**src/rtl/stg_pkg.sv**
```systemverilog
// Shared constants, types and the note period lookup for the stepper tone generator.
package stg_pkg;

    localparam int SWEEP_STEPS = 314;
    localparam int TIME_WIDTH  = 32;
    localparam int SWEEP_W     = $clog2(SWEEP_STEPS);
    localparam int PERIOD_W    = 17;
    localparam int HALF_W      = 16;
    localparam int CNT_W       = $clog2(TIME_WIDTH + 1);

    typedef enum logic [1:0] {
        FUNC_TICK     = 2'd0,
        FUNC_NOTE_ON  = 2'd1,
        FUNC_NOTE_OFF = 2'd2
    } func_t;

    typedef enum logic [1:0] {
        ST_IDLE,
        ST_DIV,
        ST_DONE
    } state_t;

    // integer part of 800000*2^(k/12)/11
    localparam logic [17:0] SEMITONE_BASE [12] = '{
        18'd72727,  18'd77051,  18'd81633,  18'd86487,
        18'd91630,  18'd97079,  18'd102851, 18'd108967,
        18'd115447, 18'd122312, 18'd129585, 18'd137290
    };

    function automatic logic [PERIOD_W-1:0] note_period(input logic [6:0] note);
        logic [7:0]  t;
        logic [3:0]  oct;
        logic [7:0]  oct_x12;
        logic [3:0]  semi;
        logic [3:0]  shamt;
        logic [17:0] base;
        t   = 8'd129 - {1'b0, note};
        oct = 4'd0;
        // octave = t / 12 by compare against each multiple
        for (int k = 1; k <= 10; k++) begin
            if (t >= 8'(12 * k)) begin
                oct = 4'(k);
            end
        end
        oct_x12 = ({4'd0, oct} << 3) + ({4'd0, oct} << 2);
        semi    = 4'(t - oct_x12);
        shamt   = 4'd10 - oct;
        base    = SEMITONE_BASE[semi];
        return PERIOD_W'(base >> shamt);
    endfunction

endpackage

```
**src/rtl/stg_mod_unit.sv**
```systemverilog
// Iterative restoring remainder unit: one dividend bit per cycle.
module stg_mod_unit
    import stg_pkg::*;
(
    input  logic                  aclk,
    input  logic                  aresetn,
    input  logic                  start,
    input  logic [TIME_WIDTH-1:0] dividend,
    input  logic [PERIOD_W-1:0]   divisor,
    output logic                  done,
    output logic [PERIOD_W-1:0]   remainder
);

    logic                  busy_reg, busy_next;
    logic                  done_reg, done_next;
    logic [CNT_W-1:0]      cnt_reg, cnt_next;
    logic [TIME_WIDTH-1:0] dvd_reg, dvd_next;
    logic [PERIOD_W-1:0]   div_reg, div_next;
    logic [PERIOD_W-1:0]   rem_reg, rem_next;
    logic [PERIOD_W:0]     trial;

    assign trial = {rem_reg, dvd_reg[TIME_WIDTH-1]};

    always_comb begin
        busy_next = busy_reg;
        done_next = 1'b0;
        cnt_next  = cnt_reg;
        dvd_next  = dvd_reg;
        div_next  = div_reg;
        rem_next  = rem_reg;
        if (start) begin
            busy_next = 1'b1;
            cnt_next  = CNT_W'(TIME_WIDTH);
            dvd_next  = dividend;
            div_next  = divisor;
            rem_next  = '0;
        end else if (busy_reg) begin
            // remainder stays below divisor, so the difference fits PERIOD_W bits
            if (trial >= {1'b0, div_reg}) begin
                rem_next = PERIOD_W'(trial - {1'b0, div_reg});
            end else begin
                rem_next = trial[PERIOD_W-1:0];
            end
            dvd_next = dvd_reg << 1;
            cnt_next = cnt_reg - CNT_W'(1);
            if (cnt_reg == CNT_W'(1)) begin
                busy_next = 1'b0;
                done_next = 1'b1;
            end
        end
    end

    always_ff @(posedge aclk) begin
        if (!aresetn) begin
            busy_reg <= 1'b0;
            done_reg <= 1'b0;
            cnt_reg  <= '0;
        end else begin
            busy_reg <= busy_next;
            done_reg <= done_next;
            cnt_reg  <= cnt_next;
        end
        dvd_reg <= dvd_next;
        div_reg <= div_next;
        rem_reg <= rem_next;
    end

    assign done      = done_reg;
    assign remainder = rem_reg;

endmodule

```
**src/rtl/stepper_tone_step_dir_generator.sv**
```systemverilog
// Top level: note/tick sequencer, tone state and result register.
//
//  channel | direction | handshake          | payload
//  s_      | in        | s_valid / s_ready  | s_func, s_note, s_now_us
//  m_      | out       | m_valid / m_ready  | m_step_level, m_dir_level,
//          |           |                    | m_step_changed, m_dir_changed
//
// A sounding tick waits in ST_DIV for the bit-per-cycle remainder unit;
// note-on, note-off and silent ticks go from ST_IDLE straight to ST_DONE.
// One transaction is in work at a time; the result register lets the next
// transaction be accepted while the last result waits for m_ready.
// aresetn is synchronous, active low, and silences the generator.
module stepper_tone_step_dir_generator
    import stg_pkg::*;
(
    input  logic        aclk,
    input  logic        aresetn,
    input  logic        s_valid,
    output logic        s_ready,
    input  logic [1:0]  s_func,
    input  logic [6:0]  s_note,
    input  logic [31:0] s_now_us,
    output logic        m_valid,
    input  logic        m_ready,
    output logic        m_step_level,
    output logic        m_dir_level,
    output logic        m_step_changed,
    output logic        m_dir_changed
);

    state_t                state_reg, state_next;
    logic [1:0]            func_reg;
    logic [6:0]            note_reg;
    logic [PERIOD_W-1:0]   period_reg, period_next;
    logic [HALF_W-1:0]     half_reg, half_next;
    logic                  phase_reg, phase_next;
    logic                  pin_reg, pin_next;
    logic [SWEEP_W-1:0]    sweep_reg, sweep_next;
    logic                  dir_reg, dir_next;
    logic                  m_valid_reg, m_valid_next;
    logic                  step_chg_reg, step_chg_next;
    logic                  dir_chg_reg, dir_chg_next;
    logic                  out_step_reg, out_dir_reg;

    logic                  accept;
    logic                  mod_start;
    logic                  mod_done;
    logic [PERIOD_W-1:0]   mod_rem;
    logic                  commit;
    logic                  want;
    logic [PERIOD_W-1:0]   rom_period;
    logic [SWEEP_W:0]      sweep_inc;

    assign accept = s_valid && s_ready;

    stg_mod_unit u_mod (
        .aclk      (aclk),
        .aresetn   (aresetn),
        .start     (mod_start),
        .dividend  (TIME_WIDTH'(s_now_us)),
        .divisor   (period_reg),
        .done      (mod_done),
        .remainder (mod_rem)
    );

    // sequencer
    always_comb begin
        state_next = state_reg;
        s_ready    = 1'b0;
        mod_start  = 1'b0;
        commit     = 1'b0;
        case (state_reg)
            ST_IDLE: begin
                s_ready = 1'b1;
                if (s_valid) begin
                    if (s_func == FUNC_TICK && period_reg != '0) begin
                        mod_start  = 1'b1;
                        state_next = ST_DIV;
                    end else begin
                        state_next = ST_DONE;
                    end
                end
            end
            ST_DIV: begin
                if (mod_done) begin
                    state_next = ST_DONE;
                end
            end
            ST_DONE: begin
                if (!m_valid_reg || m_ready) begin
                    commit     = 1'b1;
                    state_next = ST_IDLE;
                end
            end
            default: state_next = ST_IDLE;
        endcase
    end

    assign rom_period = note_period(note_reg);
    assign want       = ({1'b0, half_reg} >= mod_rem);
    assign sweep_inc  = {1'b0, sweep_reg} + (SWEEP_W+1)'(1);

    // state update at commit
    always_comb begin
        period_next   = period_reg;
        half_next     = half_reg;
        phase_next    = phase_reg;
        pin_next      = pin_reg;
        sweep_next    = sweep_reg;
        dir_next      = dir_reg;
        step_chg_next = 1'b0;
        dir_chg_next  = 1'b0;
        if (commit) begin
            if (func_reg == FUNC_NOTE_ON) begin
                period_next = rom_period;
                half_next   = HALF_W'(rom_period >> 1);
            end else if (func_reg == FUNC_NOTE_OFF) begin
                period_next = '0;
                half_next   = '0;
                phase_next  = 1'b0;
            end else if (func_reg == FUNC_TICK && period_reg != '0 && want != phase_reg) begin
                phase_next    = !phase_reg;
                pin_next      = !phase_reg;
                step_chg_next = 1'b1;
                if (sweep_inc >= (SWEEP_W+1)'(SWEEP_STEPS)) begin
                    sweep_next = '0;
                end else begin
                    sweep_next = sweep_inc[SWEEP_W-1:0];
                end
                dir_next     = (sweep_next > SWEEP_W'(SWEEP_STEPS / 2));
                dir_chg_next = (dir_next != dir_reg);
            end
        end
    end

    always_comb begin
        m_valid_next = m_valid_reg;
        if (commit) begin
            m_valid_next = 1'b1;
        end else if (m_ready) begin
            m_valid_next = 1'b0;
        end
    end

    always_ff @(posedge aclk) begin
        if (!aresetn) begin
            state_reg   <= ST_IDLE;
            period_reg  <= '0;
            half_reg    <= '0;
            phase_reg   <= 1'b0;
            pin_reg     <= 1'b0;
            sweep_reg   <= '0;
            dir_reg     <= 1'b0;
            m_valid_reg <= 1'b0;
        end else begin
            state_reg   <= state_next;
            period_reg  <= period_next;
            half_reg    <= half_next;
            phase_reg   <= phase_next;
            pin_reg     <= pin_next;
            sweep_reg   <= sweep_next;
            dir_reg     <= dir_next;
            m_valid_reg <= m_valid_next;
        end
    end

    always_ff @(posedge aclk) begin
        if (accept) begin
            func_reg <= s_func;
            note_reg <= s_note;
        end
        if (commit) begin
            out_step_reg <= pin_next;
            out_dir_reg  <= dir_next;
            step_chg_reg <= step_chg_next;
            dir_chg_reg  <= dir_chg_next;
        end
    end

    assign m_valid        = m_valid_reg;
    assign m_step_level   = out_step_reg;
    assign m_dir_level    = out_dir_reg;
    assign m_step_changed = step_chg_reg;
    assign m_dir_changed  = dir_chg_reg;

    // a direction change only comes with a step toggle
    a_dir_needs_step: assert property (@(posedge aclk) disable iff (!aresetn)
        m_valid && m_dir_changed |-> m_step_changed)
        else $error("direction changed without a step toggle");

    a_done_in_div: assert property (@(posedge aclk) disable iff (!aresetn)
        mod_done |-> state_reg == ST_DIV)
        else $error("remainder finished outside the divide state");

    a_sweep_range: assert property (@(posedge aclk) disable iff (!aresetn)
        {1'b0, sweep_reg} < (SWEEP_W+1)'(SWEEP_STEPS))
        else $error("sweep count out of range");

    a_silent_half: assert property (@(posedge aclk) disable iff (!aresetn)
        period_reg == '0 |-> half_reg == '0)
        else $error("half period set while silent");

endmodule
```
**config.mk**
```make
export PLATFORM = sky130hd
export DESIGN_NAME = stepper_tone_step_dir_generator
export DESIGN_NICKNAME = d
export VERILOG_FILES = /design/src/rtl/stg_pkg.sv /design/src/rtl/stg_mod_unit.sv /design/src/rtl/stepper_tone_step_dir_generator.sv
export SDC_FILE = /design/constraint.sdc
export NUM_CORES = 1
export LEC_CHECK = 0
export BUFFER_PORTS_ARGS = -buffer_cell sky130_fd_sc_hd__buf_2
export CORE_MARGIN = 2
export CORE_UTILIZATION = 55
export DETAILED_ROUTE_END_ITERATION = 10
export PLACE_DENSITY = 0.75
export SYNTH_ARGS = -nofsm -noshare
export SYNTH_HDL_FRONTEND = slang
export SYNTH_SLANG_ARGS = --single-unit
```
**constraint.sdc**
```tcl
create_clock -name aclk -period 5.5 [get_ports aclk]
set_input_delay 1.1 -clock aclk [delete_from_list [all_inputs] [get_ports aclk]]
set_output_delay 1.1 -clock aclk [all_outputs]
set_load 0.02 [all_outputs]
```
# Yosys cells after proc, flatten, opt, wreduce, memory -nomap -nowiden
# Memories as Yosys holds them, arrays and structs flattened.
# Cells that the tools add are included.
# op_classes
reduce_logical	23
order_cmp	15
shifts	1
n_bitwise	6
addsub	7
mux	54
eq_ne	10
# ops
op	count
32-bit two-way mux	2
17-bit two-way mux	3
9-bit two-way mux	5
8-bit by 7-bit greater-or-equal comparator with 1-bit output (second input constant)	5
18-bit two-way mux	2
4-bit two-way mux	9
16-bit two-way mux	2
8-bit by 6-bit greater-or-equal comparator with 1-bit output (second input constant)	3
1-bit two-way mux	24
18-bit by 17-bit greater-or-equal comparator with 1-bit output	1
18-bit by 4-bit >> shifter with 17-bit output	1
16-bit by 17-bit greater-or-equal comparator with 1-bit output	1
17-bit nonzero test	1
17-bit subtractor	1
6-bit two-way mux	2
9-bit by 1-bit adder with 10-bit output (second input constant)	1
10-bit by 9-bit greater-or-equal comparator with 1-bit output (second input constant)	1
9-bit by 8-bit > comparator with 1-bit output (second input constant)	1
8-bit by 4-bit greater-or-equal comparator with 1-bit output (second input constant)	1
8-bit by 5-bit greater-or-equal comparator with 1-bit output (second input constant)	1
2-bit two-way mux	4
2-bit nonzero test	4
8-bit by 7-bit subtractor with 8-bit output (first input constant)	1
6-bit by 1-bit == test with 1-bit output (second input constant)	1
22 further kinds	39
# word_totals
register_bits	135
input_bits	45
n_memories	1
mem_bits_ro	288
# memory_table
memory	depth	word_bits	read_ports	rd_clocked_by_memory_dff	write_ports	line_no	text
(name not given)	16	18	1	0	0	stg_pkg.sv:48	base = SEMITONE_BASE[semi];

# Logic depth before layout (Yosys ltp)
# logic_depth
word_depth	20
mapped_depth	25
depth_no_buf	20

# Modules after synthesis
# From an unflattened synthesis, not the netlist that was laid out.
# hier_totals
hier_cells	933
hier_area_um2	8358.0
# by_module_without_submodules
module	cells_each	n_inst	area_each_um2	seq_area_each_um2
stepper_tone_step_dir_generator	593	1	4506.8	1031.0
stg_mod_unit	340	1	3851.2	1971.9

# Worst setup path after synthesis
# OpenSTA, ideal clock, no wires.
# synth_path
kind	register to register
from	reg note_reg[1]
to	reg period_reg[5]
stages_incl_launch_ff	22
period_less_slack_ns	5.047
path_buffers	4
path_slack_ns	0.453
setup_time_ns	0.067
t_required_ns	5.433
arrival_ns	4.980
path_cell_list	edfxtp_1 > buf_6 > inv_1 > ha_1 > buf_4 > or3_4 > or3_4 > a211o_1 > o32a_1 > o211ai_2 > or2_1 > buf_6 > inv_4 > ha_1 > xor2_1 > xnor2_1 > clkbuf_1 > nor3_1 > a221o_1 > mux4_2 > o221a_1 > a21oi_2
# synth_via
elab_chain_len	20
word_cells_on_any_way	30
# synth_lines
element	line_no	text
start: declaration	stepper_tone_step_dir_generator.sv:33	logic [6:0] note_reg;
start signal: assignment	stepper_tone_step_dir_generator.sv:170	note_reg <= s_note;
8-bit by 7-bit subtractor with 8-bit output (*)	stg_pkg.sv:37	t = 8'd129 - {1'b0, note};
8-bit by 4-bit greater-or-equal comparator with 1-bit output	stg_pkg.sv:41	if (t >= 8'(12 * k)) begin
1-bit two-way mux	stg_pkg.sv:41	
4-bit two-way mux (9 in a row)	stg_pkg.sv:41	
4-bit adder	stg_pkg.sv:45	oct_x12 = ({4'd0, oct} << 3) + ({4'd0, oct} << 2);
4-bit subtractor	stg_pkg.sv:46	semi = 4'(t - oct_x12);
4-bit NOT with 5-bit output (implied by the code)	stg_pkg.sv:48	
memory read 16 x 18 bit	n/a	
18-bit two-way mux (implied by the code) (2 in a row)	stg_pkg.sv:48	
18-bit by 4-bit >> shifter with 17-bit output (*)	stg_pkg.sv:49	return PERIOD_W'(base >> shamt);
17-bit two-way mux (*)	stepper_tone_step_dir_generator.sv:114	if (func_reg == FUNC_NOTE_ON) begin
end signal: assignment	stepper_tone_step_dir_generator.sv:157	period_reg <= period_next;
end: declaration	stepper_tone_step_dir_generator.sv:34	logic [PERIOD_W-1:0] period_reg, period_next;
# Mark *: on every way between the ends. The rest lies on a longest branch, timed or not. The select of a mux whose other input is x is not followed.
# A chain may end at the register's enable or synchronous reset.

# Final worst setup path
# layout_path
from	reg note_reg[1]
to	reg period_reg[1]
# Same word-level chain as after synthesis.

==> impl_metrics.yaml <==
clock_network:
  clock_latency_ns: 0.41
  h-tree-depth: 4
  post-cts-setup-buffers: 0
  path_clk_slew_ns: 0.05
  cts_buffer_depth: 2
  cts_tree: "built"
  clock_sinks: 119
  clock-root-buffer: "clkbuf_16"
  cts_buffers: 17
drt:
  wl_um: 19500
  drtIter0Drc: 570
  wire_per_inst_um: 16.0
  ant_nets: 0
  drt_pass1_iterations: 5
  vias: 7213
  drc: 0
  vias_per_cell: 5.91
worst_setup_path:
  reg2reg_slack_ns: 0.49
  r2r-start: "note_reg[1]"
  end_kind: "flop"
  required_ns: 5.80
  arrival_ns: 5.31
  r2r_cells: 22
  r2r-end: "period_reg[1]"
  timing.setup.critical_path_class: "reg2reg"
  cp_max_fo: 17
  start_kind: "flop"
synthesis:
  ys_types: 78
  yosys_most_used_dff: "edfxtp_1"
  synth.avg_cell_area_um2: 8.37
  synth_area_leaders: "edfxtp_1, dfxtp_1, ha_1"
  syn-instance-count: 990
  synth_top_area_frac: 0.225
  ys_warn_count: 0
  yosysSeqAreaShare: 0.362
  syn-cell-area_um2: 8290
  yosys.area.top_type: "edfxtp_1"
  async_reset_ff_frac: 0
  synth_seq_cells: 119
  synthTopCellsByCount: "nand2_1, nor2_1, o21ai_0"
  syn-num-nets: 1087
  synth_edf_count: 62
  post-synth-top-count-cell: "nand2_1"
global_route:
  grt_overflow_total: 0
  grt_util_all_layers: 0.247
  grt_start_max_net_pins: 62
  first_global_vias: 6643
  antenna_found_initial: 0
  grt_pass1_wl_um: 32200
layout:
  final_util: 0.638
  largest_reg_flops: 32
  fillCellCount: 1231
  syn_to_final_growth_pct: 12.7
  drive_gt1_frac: 0.121
  n_antenna_cell: 0
  finalNetCount: 1120
floorplan:
  std_cell_rows: 44
  die-width_um: 127
  start_util: 0.566
  coreArea_um2: 14600
  fp.dieH_um: 127
  ios: 51
  dieArea_um2: 16100
sta:
  worstMarginPinSlew_ns: 1.10
  clock_skew_ns: 0.0101
  setup_viol: 0
  timing.final.crit_share: 0.911
  fmax_ghz: 0.200
  period_needed_ns: 5.01
  finalMaxSlewViolations: 0
  hold_viol: 0
  rsz0062_at_grt: "no"
  fin_setup_tns_ns: 0
  slew-limit-headroom: 0.265
pwr:
  p_sw_frac: 0.368
  seqPwrFrac: 0.269
  p_per_area_nw_per_um2: 456
  leakage_nw: 3.81
  power.share.combinational: 0.435
  power.switching_mw: 1.57
  ir_drop_mv: 0.280
  power_mw: 4.26
  p_clk_frac: 0.296
  cellInternalPower_mw: 2.69
outcome:
  status: "completed"
flow_run:
  cap_violations: 0
worst_hold_path:
  min_to: "u_mod.cnt_reg[0]"
  min_path_cells: 2
  hp-start: "u_mod.cnt_reg[0]"
  hp-class: "reg2reg"
placement:
  hpwlAfterDp_um: 13500
  place_congestion: 0.960
  port_buffers: 50
==> cells in the final DEF (no fill, tap or decap), types with 7 or more instances in the layout <==
master and instances:
nand2_1 164, dfxtp_1 57, and2_1 12, inv_1 64, a211oi_1 14, ha_1 50
o211ai_1 7, edfxtp_1 62, a31oi_1 9, and3_1 10, mux2i_1 10, a21oi_1 58
buf_2 50, nand2b_1 14, mux4_2 7, xor2_1 9, nor2b_1 15, nand3_1 24
nor3_1 16, nor4_1 8, buf_4 17, or3_1 16, o21a_1 16, clkbuf_16 17
o21ai_0 65, xnor2_1 18, nand4_1 8, nor2_1 82
==> critical path: stages, from the launching register on <==
cell and delay [ns]:
edfxtp_1 0.38, inv_1 0.19, ha_2 0.33, nand2b_1 0.21, o21a_1 0.22, nor3_1 0.17
o22a_1 0.36, a31oi_1 0.08, buf_4 0.18, or2_1 0.26, inv_4 0.15, ha_1 0.27
xor2_1 0.27, xnor2_1 0.15, buf_4 0.23, nand2_1 0.09, o21ai_0 0.14, a221o_1 0.30
nor2_1 0.05, o21ai_0 0.29, o221ai_1 0.19, a22o_1 0.22, o21a_1 0.16
==> layout make-up <==
| cell class | count | area [µm²] | area share |
|---|---|---|---|
| Clock buffer | 24 | 472 | 0.0505 |
| Clock inverter | 8 | 196 | 0.0210 |
| Timing Repair Buffer | 67 | 378 | 0.0405 |
| Multi-Input combinational cell | 752 | 4810 | 0.515 |
| Sequential cell | 119 | 3000 | 0.322 |
| Inverter | 66 | 250 | 0.0268 |
| Tap cell | 184 | 230 | 0.0247 |
==> worst max-delay path by stage <==
| stage | slack [ns] | depth (start not counted) | startpoint | to |
|---|---|---|---|---|
| 2_1_floorplan | 0.45 | 21 | note_reg[1] | period_reg[5] |
| 3_3_place_gp | 0.57 | 21 | note_reg[1] | period_reg[1] |
| 3_5_place_dp | 0.47 | 21 | note_reg[1] | period_reg[1] |
| 4_1_cts | 0.46 | 21 | note_reg[1] | period_reg[1] |
| 5_1_grt | 0.08 | 21 | note_reg[1] | period_reg[1] |
| 6_report | 0.49 | 22 | note_reg[1] | period_reg[1] |
==> metrics by stage <==
stage	hold WS [ns]	area (µm²)	cells	setup WS, ns
final	0.495	9340	1220	0.488
after global routing	0.519	9340	1220	0.0824
after CTS	0.491	9330	1220	0.457
after detailed placement	0.483	8670	1188	0.469
after global placement	0.478	8670	1188	0.573
after floorplan	0.431	8290	990	0.453
==> power by group through the flow <==
| stage | Sequential, mW | Clock, mW | Combinational [mW] |
|---|---|---|---|
| 4_1_cts | 1.14 | 1.28 | 1.82 |
| 2_1_floorplan | 1.12 | 0 | 1.43 |
| 3_5_place_dp | 1.16 | 0 | 1.81 |
| 6_report | 1.14 | 1.26 | 1.85 |
| 5_1_grt | 1.16 | 1.32 | 2.06 |
| 3_3_place_gp | 1.16 | 0 | 1.80 |
==> what timing repair did <==
item                                    4_1_cts  5_1_grt
gates resized for setup                       0        1
hold endpoints to repair                      0        0
hold buffers                                  0        0
endpoints found under the setup margin        0        1
==> layer usage <==
layer	GRT usage	vias to the layer above	routed length (µm)
met1	0.334	3357	9080
li1	-	3639	-
met3	0.0523	31	875
met4	0.0802	0	358
met5	0	-	0
met2	0.398	186	9200
==> cells by family (layout without fill, tap and decap cells) <==
family	after synthesis	count (layout)	synth area share
mux	23	23	0.0447
fa+ha+maj	52	52	0.0794
simple gates	397	397	0.225
flops	119	119	0.362
buf+inv	119	165	0.0586
xor+xnor	28	28	0.0296
compound gates	252	252	0.200
Power figures use the tool's default switching activity.
